--- config.mk ---
export PLATFORM = sky130hd
export DESIGN_NAME = sensor_two_point_calibration_ema
export DESIGN_NICKNAME = d
export VERILOG_FILES = /design/src/sv/stpc_pkg.sv /design/src/sv/stpc_div.sv /design/src/sv/stpc_dp.sv /design/src/sv/stpc_ctrl.sv /design/src/sv/sensor_two_point_calibration_ema.sv
export SDC_FILE = /design/constraint.sdc
export NUM_CORES = 2
export LEC_CHECK = 0
export BUFFER_PORTS_ARGS = -buffer_cell sky130_fd_sc_hd__buf_2
export CAP_MARGIN = 40
export CORE_MARGIN = 2
export CORE_UTILIZATION = 35
export DETAILED_ROUTE_END_ITERATION = 10
export GPL_ROUTABILITY_DRIVEN = 0
export SLEW_MARGIN = 0
export SYNTH_ARGS = -nofsm -noshare
export SYNTH_HDL_FRONTEND = slang
export SYNTH_SLANG_ARGS = --single-unit
export TNS_END_PERCENT = 10
--- constraint.sdc ---
create_clock -name clk -period 8.39 [get_ports clk]
set_input_delay 0.839 -clock clk [delete_from_list [all_inputs] [get_ports clk]]
set_output_delay 0.839 -clock clk [all_outputs]
set_load 0.02 [all_outputs]
--- src/sv/stpc_pkg.sv ---
package stpc_pkg;

	localparam int RAW_W = 10;
	localparam int PCT_W = 7;
	localparam int STATE_W = 28;
	localparam int OUT_W = 11;
	localparam int DEN_W = RAW_W + 1;
	localparam int PROD_W = 18;
	localparam int TDATA_W = 16;
	localparam int APB_DATA_W = 32;
	localparam int APB_ADDR_W = 4;

	localparam int AVG_PERIOD_DEF = 10;
	localparam int FRAC_BITS_DEF = 8;

	localparam logic [RAW_W-1:0] LOW_RAW_RST = RAW_W'(100);
	localparam logic [PCT_W-1:0] LOW_PCT_RST = PCT_W'(40);
	localparam logic [RAW_W-1:0] HIGH_RAW_RST = RAW_W'(800);
	localparam logic [PCT_W-1:0] HIGH_PCT_RST = PCT_W'(100);

	typedef enum logic [1:0] {
		REG_LOW_RAW,
		REG_LOW_PCT,
		REG_HIGH_RAW,
		REG_HIGH_PCT
	} reg_idx_t;

	typedef enum logic [3:0] {
		ST_IDLE,
		ST_MUL_CAL,
		ST_DIV_CAL,
		ST_WAIT_CAL,
		ST_STORE_V,
		ST_MUL_AVG,
		ST_SUM_AVG,
		ST_RCP_AVG,
		ST_STORE_AVG,
		ST_OUT
	} state_t;

	typedef struct packed {
		logic load_in;
		logic mul_cal;
		logic div_start;
		logic store_v;
		logic mul_avg;
		logic sum_avg;
		logic rcp_avg;
		logic store_avg;
		logic load_out;
	} cmd_t;

	typedef struct packed {
		logic div_done;
		logic seeded;
	} sts_t;

endpackage

--- src/sv/stpc_div.sv ---
module stpc_div #(
	parameter int NUM_W = 34
) (
	input  logic                             clk,
	input  logic                             arst_n,
	input  logic                             start,
	input  logic signed [NUM_W:0]            num,
	input  logic signed [stpc_pkg::DEN_W:0]  den,
	output logic signed [NUM_W:0]            quot,
	output logic                             done
);

	localparam int DW = stpc_pkg::DEN_W;
	localparam int CNT_W = $clog2(NUM_W + 1);

	logic             busy_q;
	logic [CNT_W-1:0] cnt_q;
	logic             done_q;
	logic             neg_q;
	logic [NUM_W-1:0] quo_q;
	logic [DW-1:0]    rem_q;
	logic [DW-1:0]    den_q;

	logic signed [NUM_W:0] num_mag;
	logic signed [DW:0]    den_mag;
	logic [DW:0]           sh;
	logic [DW:0]           trial;
	logic                  ge;
	logic [DW-1:0]         rem_nx;
	logic [NUM_W-1:0]      quo_nx;

	assign num_mag = num[NUM_W] ? -num : num;
	assign den_mag = den[DW] ? -den : den;
	assign sh = {rem_q, quo_q[NUM_W-1]};
	assign ge = sh >= {1'b0, den_q};
	assign trial = sh - {1'b0, den_q};
	assign rem_nx = ge ? trial[DW-1:0] : sh[DW-1:0];
	assign quo_nx = {quo_q[NUM_W-2:0], ge};

	always_ff @(posedge clk or negedge arst_n) begin
		if (!arst_n) begin
			busy_q <= 1'b0;
			cnt_q <= '0;
			done_q <= 1'b0;
		end else begin
			done_q <= 1'b0;
			if (start) begin
				busy_q <= 1'b1;
				cnt_q <= CNT_W'(NUM_W);
			end else if (busy_q) begin
				cnt_q <= cnt_q - CNT_W'(1);
				if (cnt_q == CNT_W'(1)) begin
					busy_q <= 1'b0;
					done_q <= 1'b1;
				end
			end
		end
	end

	always_ff @(posedge clk) begin
		if (start) begin
			quo_q <= num_mag[NUM_W-1:0];
			rem_q <= '0;
			den_q <= den_mag[DW-1:0];
			neg_q <= num[NUM_W] ^ den[DW];
		end else if (busy_q) begin
			quo_q <= quo_nx;
			rem_q <= rem_nx;
		end
	end

	assign quot = neg_q ? -$signed({1'b0, quo_q}) : $signed({1'b0, quo_q});
	assign done = done_q;

endmodule

--- src/sv/stpc_dp.sv ---
module stpc_dp #(
	parameter int AVG_PERIOD = stpc_pkg::AVG_PERIOD_DEF,
	parameter int FRAC_BITS = stpc_pkg::FRAC_BITS_DEF
) (
	input  logic                             clk,
	input  logic                             arst_n,
	input  stpc_pkg::cmd_t                   cmd,
	output stpc_pkg::sts_t                   sts,
	input  logic [stpc_pkg::RAW_W-1:0]       adc_sample,
	input  logic [stpc_pkg::RAW_W-1:0]       ref_low_raw,
	input  logic [stpc_pkg::PCT_W-1:0]       ref_low_percent,
	input  logic [stpc_pkg::RAW_W-1:0]       ref_high_raw,
	input  logic [stpc_pkg::PCT_W-1:0]       ref_high_percent,
	output logic signed [stpc_pkg::OUT_W-1:0] humidity_percent
);

	localparam int RW = stpc_pkg::RAW_W;
	localparam int PCW = stpc_pkg::PCT_W;
	localparam int SW = stpc_pkg::STATE_W;
	localparam int OW = stpc_pkg::OUT_W;
	localparam int DW = stpc_pkg::DEN_W;
	localparam int PRW = stpc_pkg::PROD_W;
	localparam int PW = $clog2(AVG_PERIOD + 1);
	localparam int CAL_W = PRW - 1 + FRAC_BITS;
	localparam int AVG_W = SW + PW;
	localparam int NUM_W = ((CAL_W > AVG_W) ? CAL_W : AVG_W) + 1;
	localparam int NM = AVG_W - 1;
	localparam int RCP_S = NM + $clog2(AVG_PERIOD);
	localparam longint RCP_L =
		((longint'(1) << RCP_S) + longint'(AVG_PERIOD - 1)) / longint'(AVG_PERIOD);
	localparam logic [NM:0] RCP = (NM + 1)'(RCP_L);
	localparam logic [PW-1:0] PM1 = PW'(AVG_PERIOD - 1);
	localparam logic signed [SW-1:0] SMAX = {1'b0, {(SW-1){1'b1}}};
	localparam logic signed [SW-1:0] SMIN = {1'b1, {(SW-1){1'b0}}};
	localparam logic signed [OW-1:0] OMAX = {1'b0, {(OW-1){1'b1}}};
	localparam logic signed [OW-1:0] OMIN = {1'b1, {(OW-1){1'b0}}};

	function automatic logic signed [SW-1:0] sat_state(input logic signed [NUM_W+1:0] a);
		logic [NUM_W+2-SW:0] hi;
		logic signed [SW-1:0] r;
		hi = a[NUM_W+1:SW-1];
		if (hi == '0 || hi == '1) begin
			r = a[SW-1:0];
		end else if (a[NUM_W+1]) begin
			r = SMIN;
		end else begin
			r = SMAX;
		end
		return r;
	endfunction

	logic [RW-1:0]          x_q;
	logic signed [NUM_W:0]  prod_q;
	logic signed [SW-1:0]   v_q;
	logic signed [SW-1:0]   avg_q;
	logic                   seeded_q;
	logic signed [OW-1:0]   out_q;
	logic [NM-1:0]          sum_mag_q;
	logic                   sum_neg_q;
	logic [2*NM:0]          rcp_q;

	logic signed [RW:0]       dx;
	logic signed [PCW:0]      dy;
	logic signed [RW:0]       den;
	logic                     den_zero;
	logic signed [RW+PCW+1:0] cal_prod;
	logic signed [NUM_W:0]    cal_ext;
	logic signed [SW+PW:0]    avg_prod;
	logic signed [NUM_W:0]    v_ext;
	logic signed [NUM_W:0]    y1_fix;
	logic signed [NUM_W:0]    div_num;
	logic signed [DW:0]       div_den;
	logic signed [NUM_W:0]    quot;
	logic                     div_done;
	logic signed [NUM_W+1:0]  cal_sum;
	logic signed [SW-1:0]     cal_v;
	logic signed [NUM_W:0]    avg_sum;
	logic signed [NUM_W:0]    avg_mag;
	logic [2*NM-RCP_S:0]      rcp_quo;
	logic signed [NUM_W+1:0]  rcp_ext;
	logic signed [NUM_W+1:0]  avg_ext;
	logic signed [SW-1:0]     avg_new;
	logic signed [SW-1:0]     avg_int;
	logic [SW-OW:0]           avg_hi;
	logic signed [OW-1:0]     pct;

	assign dx = $signed({1'b0, x_q}) - $signed({1'b0, ref_low_raw});
	assign dy = $signed({1'b0, ref_high_percent}) - $signed({1'b0, ref_low_percent});
	assign den = $signed({1'b0, ref_high_raw}) - $signed({1'b0, ref_low_raw});
	assign den_zero = den == '0;
	assign cal_prod = dx * dy;
	assign cal_ext = {{(NUM_W+1-PRW){cal_prod[PRW-1]}}, cal_prod[PRW-1:0]};
	assign avg_prod = avg_q * $signed({1'b0, PM1});
	assign v_ext = {{(NUM_W+1-SW){v_q[SW-1]}}, v_q};
	assign y1_fix = $signed({{(NUM_W+1-PCW){1'b0}}, ref_low_percent}) <<< FRAC_BITS;

	assign div_num = prod_q;
	assign div_den = {den[RW], den};

	stpc_div #(
		.NUM_W(NUM_W)
	) u_div (
		.clk(clk),
		.arst_n(arst_n),
		.start(cmd.div_start),
		.num(div_num),
		.den(div_den),
		.quot(quot),
		.done(div_done)
	);

	assign cal_sum = {quot[NUM_W], quot} + {y1_fix[NUM_W], y1_fix};
	assign cal_v = den_zero ? '0 : sat_state(cal_sum);

	// divide by the period with a rounded-up reciprocal; exact for any magnitude in NM bits
	assign avg_sum = prod_q + v_ext;
	assign avg_mag = avg_sum[NUM_W] ? -avg_sum : avg_sum;
	assign rcp_quo = rcp_q[2*NM:RCP_S];
	assign rcp_ext = $signed({{(NUM_W+1-(2*NM-RCP_S)){1'b0}}, rcp_quo});
	assign avg_ext = sum_neg_q ? -rcp_ext : rcp_ext;
	assign avg_new = sat_state(avg_ext);

	// truncate toward zero: bump negative values that had fraction bits
	assign avg_int = (avg_q >>> FRAC_BITS)
		+ $signed(SW'(avg_q[SW-1] && (avg_q[FRAC_BITS-1:0] != '0)));
	assign avg_hi = avg_int[SW-1:OW-1];
	always_comb begin
		if (avg_hi == '0 || avg_hi == '1) begin
			pct = avg_int[OW-1:0];
		end else if (avg_int[SW-1]) begin
			pct = OMIN;
		end else begin
			pct = OMAX;
		end
	end

	always_ff @(posedge clk or negedge arst_n) begin
		if (!arst_n) begin
			seeded_q <= 1'b0;
			avg_q <= '0;
		end else if (cmd.store_v && !seeded_q) begin
			seeded_q <= 1'b1;
			avg_q <= cal_v;
		end else if (cmd.store_avg) begin
			avg_q <= avg_new;
		end
	end

	always_ff @(posedge clk) begin
		if (cmd.load_in) begin
			x_q <= adc_sample;
		end
		if (cmd.mul_cal) begin
			prod_q <= cal_ext <<< FRAC_BITS;
		end else if (cmd.mul_avg) begin
			prod_q <= {{(NUM_W-SW-PW){avg_prod[SW+PW]}}, avg_prod};
		end
		if (cmd.store_v) begin
			v_q <= cal_v;
		end
		if (cmd.sum_avg) begin
			sum_mag_q <= avg_mag[NM-1:0];
			sum_neg_q <= avg_sum[NUM_W];
		end
		if (cmd.rcp_avg) begin
			rcp_q <= sum_mag_q * RCP;
		end
		if (cmd.load_out) begin
			out_q <= pct;
		end
	end

	assign sts.div_done = div_done;
	assign sts.seeded = seeded_q;
	assign humidity_percent = out_q;

endmodule

--- src/sv/stpc_ctrl.sv ---
module stpc_ctrl (
	input  logic           clk,
	input  logic           arst_n,
	input  logic           s_tvalid,
	output logic           s_tready,
	output logic           m_tvalid,
	input  logic           m_tready,
	input  stpc_pkg::sts_t sts,
	output stpc_pkg::cmd_t cmd
);

	stpc_pkg::state_t state_q;
	stpc_pkg::state_t state_nx;
	logic             m_tvalid_q;

	always_comb begin
		state_nx = state_q;
		case (state_q)
			stpc_pkg::ST_IDLE: begin
				if (s_tvalid) state_nx = stpc_pkg::ST_MUL_CAL;
			end
			stpc_pkg::ST_MUL_CAL: state_nx = stpc_pkg::ST_DIV_CAL;
			stpc_pkg::ST_DIV_CAL: state_nx = stpc_pkg::ST_WAIT_CAL;
			stpc_pkg::ST_WAIT_CAL: begin
				if (sts.div_done) state_nx = stpc_pkg::ST_STORE_V;
			end
			stpc_pkg::ST_STORE_V: begin
				// the first sample only seeds the average
				state_nx = sts.seeded ? stpc_pkg::ST_MUL_AVG : stpc_pkg::ST_OUT;
			end
			stpc_pkg::ST_MUL_AVG: state_nx = stpc_pkg::ST_SUM_AVG;
			stpc_pkg::ST_SUM_AVG: state_nx = stpc_pkg::ST_RCP_AVG;
			stpc_pkg::ST_RCP_AVG: state_nx = stpc_pkg::ST_STORE_AVG;
			stpc_pkg::ST_STORE_AVG: state_nx = stpc_pkg::ST_OUT;
			stpc_pkg::ST_OUT: begin
				if (!m_tvalid_q || m_tready) state_nx = stpc_pkg::ST_IDLE;
			end
			default: state_nx = stpc_pkg::ST_IDLE;
		endcase
	end

	always_comb begin
		cmd = '0;
		s_tready = 1'b0;
		case (state_q)
			stpc_pkg::ST_IDLE: begin
				s_tready = 1'b1;
				cmd.load_in = s_tvalid;
			end
			stpc_pkg::ST_MUL_CAL: cmd.mul_cal = 1'b1;
			stpc_pkg::ST_DIV_CAL: cmd.div_start = 1'b1;
			stpc_pkg::ST_STORE_V: cmd.store_v = 1'b1;
			stpc_pkg::ST_MUL_AVG: cmd.mul_avg = 1'b1;
			stpc_pkg::ST_SUM_AVG: cmd.sum_avg = 1'b1;
			stpc_pkg::ST_RCP_AVG: cmd.rcp_avg = 1'b1;
			stpc_pkg::ST_STORE_AVG: cmd.store_avg = 1'b1;
			stpc_pkg::ST_OUT: cmd.load_out = !m_tvalid_q || m_tready;
			default: cmd = '0;
		endcase
	end

	always_ff @(posedge clk or negedge arst_n) begin
		if (!arst_n) begin
			state_q <= stpc_pkg::ST_IDLE;
			m_tvalid_q <= 1'b0;
		end else begin
			state_q <= state_nx;
			if (cmd.load_out) begin
				m_tvalid_q <= 1'b1;
			end else if (m_tready) begin
				m_tvalid_q <= 1'b0;
			end
		end
	end

	assign m_tvalid = m_tvalid_q;

endmodule

--- src/sv/sensor_two_point_calibration_ema.sv ---
// Moisture sensor calibration with smoothing.
// Slave stream: one 10-bit converter sample per request on s_tdata.
// Master stream: one 11-bit signed smoothed percent per request on m_tdata.
// Each sample is mapped through the line set by the two reference points
// (APB registers at 0x0, 0x4, 0x8, 0xC), then folded into a moving average.
// A sample is multiplied, divided and stored; every sample but the first
// after reset, which only seeds the average, then runs the average update.
// The calibration slope goes through a restoring divider at one cycle per
// quotient bit (33 bits by default); the average update divides by the
// period with a reciprocal multiply: multiply, sum, reciprocal, store.
// Throughput: one sample at a time; s_tready is high only between samples,
// so a new sample is taken only once the last result is in the output register.
// A finished result sits in the output register while the next sample is
// taken; if the receiver still holds m_tready low when that one is done, the
// block waits with it until the register frees up.
// Reset: reference points return to (100, 40) and (800, 100), the average
// is cleared and unseeded, and the output stream goes empty.
// Write the registers only while no sample is in flight.
module sensor_two_point_calibration_ema #(
	parameter int AVG_PERIOD = stpc_pkg::AVG_PERIOD_DEF,
	parameter int FRAC_BITS = stpc_pkg::FRAC_BITS_DEF
) (
	input  logic                                clk,
	input  logic                                arst_n,
	input  logic                                psel,
	input  logic                                penable,
	input  logic                                pwrite,
	input  logic [stpc_pkg::APB_ADDR_W-1:0]     paddr,
	input  logic [stpc_pkg::APB_DATA_W-1:0]     pwdata,
	output logic [stpc_pkg::APB_DATA_W-1:0]     prdata,
	output logic                                pready,
	input  logic                                s_tvalid,
	output logic                                s_tready,
	input  logic [stpc_pkg::TDATA_W-1:0]        s_tdata,  // [9:0] adc_sample
	output logic                                m_tvalid,
	input  logic                                m_tready,
	output logic [stpc_pkg::TDATA_W-1:0]        m_tdata   // [10:0] humidity_percent
);

	localparam int RW = stpc_pkg::RAW_W;
	localparam int PCW = stpc_pkg::PCT_W;
	localparam int OW = stpc_pkg::OUT_W;
	localparam int DATA_W = stpc_pkg::APB_DATA_W;

	logic [RW-1:0]  low_raw_q;
	logic [PCW-1:0] low_pct_q;
	logic [RW-1:0]  high_raw_q;
	logic [PCW-1:0] high_pct_q;

	stpc_pkg::reg_idx_t reg_idx;
	logic               wr_en;

	stpc_pkg::cmd_t        cmd;
	stpc_pkg::sts_t        sts;
	logic signed [OW-1:0]  humidity_percent;

	assign pready = 1'b1;
	assign wr_en = psel && penable && pwrite && pready;
	assign reg_idx = stpc_pkg::reg_idx_t'(paddr[3:2]);

	always_ff @(posedge clk or negedge arst_n) begin
		if (!arst_n) begin
			low_raw_q <= stpc_pkg::LOW_RAW_RST;
			low_pct_q <= stpc_pkg::LOW_PCT_RST;
			high_raw_q <= stpc_pkg::HIGH_RAW_RST;
			high_pct_q <= stpc_pkg::HIGH_PCT_RST;
		end else if (wr_en) begin
			case (reg_idx)
				stpc_pkg::REG_LOW_RAW: low_raw_q <= pwdata[RW-1:0];
				stpc_pkg::REG_LOW_PCT: low_pct_q <= pwdata[PCW-1:0];
				stpc_pkg::REG_HIGH_RAW: high_raw_q <= pwdata[RW-1:0];
				stpc_pkg::REG_HIGH_PCT: high_pct_q <= pwdata[PCW-1:0];
				default: low_raw_q <= low_raw_q;
			endcase
		end
	end

	always_comb begin
		case (reg_idx)
			stpc_pkg::REG_LOW_RAW: prdata = DATA_W'(low_raw_q);
			stpc_pkg::REG_LOW_PCT: prdata = DATA_W'(low_pct_q);
			stpc_pkg::REG_HIGH_RAW: prdata = DATA_W'(high_raw_q);
			stpc_pkg::REG_HIGH_PCT: prdata = DATA_W'(high_pct_q);
			default: prdata = '0;
		endcase
	end

	stpc_ctrl u_ctrl (
		.clk(clk),
		.arst_n(arst_n),
		.s_tvalid(s_tvalid),
		.s_tready(s_tready),
		.m_tvalid(m_tvalid),
		.m_tready(m_tready),
		.sts(sts),
		.cmd(cmd)
	);

	stpc_dp #(
		.AVG_PERIOD(AVG_PERIOD),
		.FRAC_BITS(FRAC_BITS)
	) u_dp (
		.clk(clk),
		.arst_n(arst_n),
		.cmd(cmd),
		.sts(sts),
		.adc_sample(s_tdata[RW-1:0]),
		.ref_low_raw(low_raw_q),
		.ref_low_percent(low_pct_q),
		.ref_high_raw(high_raw_q),
		.ref_high_percent(high_pct_q),
		.humidity_percent(humidity_percent)
	);

	assign m_tdata = {{(stpc_pkg::TDATA_W-OW){1'b0}}, humidity_percent};

endmodule
# [Word level (Yosys, flattened, before mapping)]
# Cells that the tools add are included.
[op_classes] n_eq_ne=19 addsub=13 n_mux=45 n_reduce_logical=26 bitwise_logic=1 mul=3 n_lt_le_gt_ge=1
[ops] cell="2-to-1 mux 28 bit" count=7
[ops] cell="case mux 32 bit (4 select lines)" count=1
[ops] cell="2-to-1 mux 34 bit" count=3
[ops] cell="2-to-1 mux 33 bit" count=3
[ops] cell="multiplier 31 x 32 -> 63 bit, second input constant" count=1
[ops] cell="case mux 4 bit (10 select lines)" count=1
[ops] cell="adder 34 x 16 -> 35 bit" count=1
[ops] cell="2-to-1 mux 35 bit" count=1
[ops] cell="negation 28 -> 35 bit" count=1
[ops] cell="adder 34 x 28 -> 34 bit" count=1
[ops] cell="negation 33 -> 34 bit" count=1
[ops] cell="multiplier 28 x 5 -> 33 bit, second input constant" count=1
[ops] cell="2-to-1 mux 11 bit" count=3
[ops] cell="negation 33 bit" count=1
[ops] cell="2-to-1 mux 31 bit" count=1
[ops] cell="negation 31 bit" count=1
[ops] cell="subtractor 10 x 10 -> 11 bit" count=2
[ops] cell="adder 20 x 2 -> 21 bit" count=1
[ops] cell="equality test 18 bit, second input constant" count=1
[ops] cell="logical NOT 18 bit" count=1
[ops] cell="multiplier 11 x 8 -> 18 bit" count=1
[ops] cell="2-to-1 mux 1 bit" count=18
[ops] cell="equality test 4 x 3 -> 1 bit, second input constant" count=4
[ops] cell="equality test 8 bit, second input constant" count=2
[ops] cell="28 further kinds" count=50
[totals] out_inout_bits=51 register_bits=310 word_cells=132 inputBits=59

# [Logic depth before layout (Yosys ltp)]
[logic_depth] word_depth=8 depth_mapped=29 depth_no_buf=29

# [By module]
# From an unflattened synthesis, not the netlist that was laid out.
[hier_totals] hier_cells=3531 hier_area_um2=34022.6
[by_module_without_submodules] module="stpc_dp" n_inst=1 area_each_um2=27154.8 cells_each=2853 seq_area_each_um2=4909.7
[by_module_without_submodules] module="stpc_div" n_inst=1 area_each_um2=4640.7 cells_each=516 seq_area_each_um2=1771.7
[by_module_without_submodules] module="sensor_two_point_calibration_ema" n_inst=1 area_each_um2=1863.0 cells_each=120 seq_area_each_um2=864.6
[by_module_without_submodules] module="stpc_ctrl" n_inst=1 area_each_um2=364.1 cells_each=42 seq_area_each_um2=125.1

# [Least setup slack after synthesis]
# OpenSTA, ideal clock, no wires.
[synth_timing] path_type="flip-flop to flip-flop" from="register u_dp.sum_mag_q[5]" to="register u_dp.rcp_q[62], data pin" setup_time_ps=259 arrival_time_ps=7095 path_slack_ps=1036 synth_period_minus_slack_ps=7354 required_time_ps=8131 path_stages_with_launch=26 n_path_buf=0 path_cell_list="edfxtp_1 > inv_1 > ha_1 > inv_1 > fa_1 > fa_1 > inv_1 > fa_1 > inv_1 > fa_1 > fa_1 > inv_1 > fa_1 > inv_1 > fa_1 > ha_1 > a21o_1 > a31oi_1 > o211ai_1 > a211oi_1 > o221ai_1 > a32oi_1 > o21ai_0 > a221oi_1 > nor2_1 > a211o_1"
[synth_between] elab_chain_len=1
[synth_rtl] element="start: declaration" line_no="stpc_dp.sv:58" rtl="logic [NM-1:0] sum_mag_q;"
[synth_rtl] element="start signal: assignment" line_no="stpc_dp.sv:162" rtl="sum_mag_q <= avg_mag[NM-1:0];"
[synth_rtl] element="multiplier 31 x 32 -> 63 bit" line_no="stpc_dp.sv:166" rtl="rcp_q <= sum_mag_q * RCP;"
[synth_rtl] element="end signal: assignment" line_no="stpc_dp.sv:166"
[synth_rtl] element="end: declaration" line_no="stpc_dp.sv:60" rtl="logic [2*NM:0] rcp_q;"
# No other way between the ends.
# A chain may end at the register's enable or synchronous reset.

# [Worst setup path after layout]
# Ends and elaborated chain as after synthesis.

==> summary.md <==
| Metric | Value |
|---|---|
| Status | completed |
| Num ports | between 100 and 150 |
| WL/cell | around 18 um |
| Initial antenna violation count | 3 |
| Core Box Area | 0.09813 mm2 |
| Slew Limit Fails | 0 |
| DRT iter0 DRCs | 1565 |
| R2R setup slack | ~0.65 ns |
| Max-slew headroom | 0.3567 |
| Cell variety after synth | ~100 |
| TritonCTS clock tree | yes |
| Data required time of the critical path | 8.71 ns |
| I/O Buffers | 51 |
| Post-DRT Antenna Nets | 0 |
| Layout cell share with drive strength beyond 1 | 0.06912 |
| Htree depth | 2 |
| Setup bufs post-CTS | 0 |
| Drt pass-1 iters | 7 |
| Setup crit start kind | flip-flop |
| FF+latch area | 0.007671 mm2 |
| Mapped Cells | 3612 |
| Clock root buffer | clkbuf_16 |
| Vias in the first global route | between 20000 and 30000 |
| Detailed Route WL | 88150 um |
| Max-cap violation count | 0 |
| Die width | 318.3 um |
| Tightest Pin Transition | roughly 0.96 ns |
| Setup violators final | 0 |
| Total global-route track usage | 0.1732 |
| Post-synthesis sequential area ratio | 0.2219 |
| Clock Sinks | 274 |
| CP arrival | 8.06 ns |
| Syn Area/Cell | 9.570 um2 |
| Post_cts resized | 0 |
| Hold Crit Class | input port to async pin |
| Post-DP HPWL | 72950 um |
| FF+latch count, synth | 274 |
| Final-stage net count | around 4500 |
| Num CTS Buffers | 36 |
| Clock Latency Late Sink | 0.57 ns |
| Final Cycle Share | 0.9220 |
| Die area | between 0.1 and 0.15 mm2 |
| Initial Util | 0.3523 |
| Tmin final | between 7 and 8 ns |
| # hold bufs at CTS | 0 |
| Hold Violations, Final | 0 |
| Clock skew | 0.03649 ns |
| Async set-reset flop share out of synthesis | 0.2774 |
| First-pass GRT wire length | 140000 um |
| TNS Setup | 0 ns |
| Fillers | 9799 |
| Cell area after synthesis | approximately 0.035 mm2 |
| Synth-to-layout area growth | 8.622% |
| Multi-input logic area | 0.02449 mm2 |
| Post-synth EDFFs | 179 |
| Clk slew on worst S/H paths | 0.06 ns |
| WS Path Type | flip-flop to flip-flop |
| Warnings from Yosys | 0 |
| FP Rows | approximately 120 |
| DIE HEIGHT | 318.3 um |
| Total grt overflow | 0 |
| Setup crit end kind | flip-flop |
| CP max FO | 5 |
| CTS Buffer Depth | 3 |
| Largest net degree at the start of global routing | 80 |
| Via density per instance | between 5 and 6 |
| DRC errors left | 0 |
| RSZ-0062 raised after global routing | no |
| Most common flop cell mapped by yosys | edfxtp_1 |
| Fmax achieved | 0.1293 GHz |
| Vias | 25864 |
[per-stage QoR]
step	cell area (um2)	util	hold slack [ns]	std cells	worst slack (ns)
final	37550	0.3826	0.2422	4963	0.6547
after global routing	37540	0.3826	0.2658	4962	0.1988
after CTS	37530	0.3825	0.2355	4961	0.3790
after detailed placement	36320	0.3702	0.4906	4895	0.3636
after global placement	36260	0.3695	0.4804	4889	0.4340
after floorplan	34660	-	0.4599	3638	1.036
[cells in the final DEF (no fill, tap or decap), drive strengths merged, types with 32 or more instances in the layout]
cell	netlist	routed
xor2	135	135
a21o	77	77
o21a	32	32
inv	526	529
ha	476	476
nand2	216	216
or3	41	41
edfxtp	179	179
dfrtp	65	65
nor3	62	62
o21ai	194	194
xnor2	149	149
clkbuf	73	50
nand3	54	54
o31ai	35	35
fa	308	308
buf	49	92
o211ai	44	44
nor2b	32	32
nor2	215	215
a21oi	129	129
[critical path, stage by stage, from the launching register on]
cell and delay [ns]:
edfxtp_1 0.41, inv_1 0.06, ha_1 0.28, inv_1 0.10, fa_1 0.48, fa_1 0.58, inv_1 0.07, fa_1 0.57
inv_1 0.12, fa_1 0.50, fa_1 0.48, inv_1 0.06, fa_1 0.53, inv_1 0.05, fa_1 0.39, ha_1 0.30
a21o_1 0.18, a31oi_1 0.22, a21boi_0 0.34, or4_1 0.19, o221ai_1 0.10, buf_4 0.19, a32oi_1 0.29, o21ai_0 0.12
buf_4 0.17, a221oi_2 0.39, nor2_1 0.09, a211o_1 0.23
[synth_stat cells (all sizes together) (73+ instances only)]
master / count / area share
a21o: 77 / 0.017
nand2: 216 / 0.024
xnor2: 149 / 0.038
a21oi: 129 / 0.019
edfxtp: 179 / 0.16
nor2: 215 / 0.023
ha: 476 / 0.17
o21ai: 194 / 0.028
fa: 308 / 0.18
inv: 526 / 0.057
xor2: 135 / 0.034
clkbuf: 73 / 0.0079
[flip-flops by register name, summed over array words and instances (netlist names), 4 cells and up]
| name | cells |
|---|---|
| low_raw_q | 10 |
| u_dp.humidity_percent | 11 |
| u_dp.sum_mag_q | 31 |
| u_dp.u_div.den_q | 11 |
| u_dp.rcp_q | 28 |
| u_dp.div_num | 33 |
| u_ctrl.state_q | 4 |
| u_dp.u_div.rem_q | 11 |
| u_dp.avg_q | 28 |
| u_dp.v_q | 28 |
| u_dp.x_q | 10 |
| high_raw_q | 10 |
| low_pct_q | 7 |
| u_dp.u_div.cnt_q | 6 |
| u_dp.u_div.quo_q | 33 |
| high_pct_q | 7 |
[logic make-up after synthesis]
group / after synthesis / synth area share
AND/OR/NAND/NOR: 844 / 0.1224
AO/OA/AOI/OAI: 708 / 0.1356
other: 2 / 0.0002173
multiplexers: 67 / 0.02306
adder cells (fa/ha/maj): 784 / 0.3507
XOR/XNOR: 284 / 0.07196
flip-flops: 274 / 0.2219
buffers and inverters: 649 / 0.07413
[area by class of cell]
type	instances	share of cell area
Clock inverter	17	0.005232
Inverter	527	0.05268
Antenna cell	1	0.00006665
Clock buffer	49	0.02693
Tap cell	1287	0.04289
Multi-Input combinational cell	2715	0.6521
Timing Repair Buffer	93	0.01576
Sequential cell	274	0.2043
[metal layers]
layer	vias up	wire, um	track usage
li1	12541	-	-
met1	12622	39790	0.2323
met2	553	41500	0.2900
met3	142	3730	0.01838
met4	6	3100	0.06066
met5	-	30	0
[final timing paths]
path	cells past startpoint	end	start
max in group asynchronous	2	u_dp.avg_q[13]	arst_n
setup / recovery	27	u_dp.rcp_q[62]	u_dp.sum_mag_q[5]
hold / removal	1	high_raw_q[6]	arst_n
min in group clk	1	u_dp.x_q[5]	s_tdata[5]
setup reg to reg	27	u_dp.rcp_q[62]	u_dp.sum_mag_q[5]
hold reg to reg	2	u_dp.u_div.rem_q[10]	u_dp.u_div.rem_q[10]
Power is left out: the tool's default activity adds up to more than one toggle a clock period on the data nets, which glitch-free logic cannot reach.
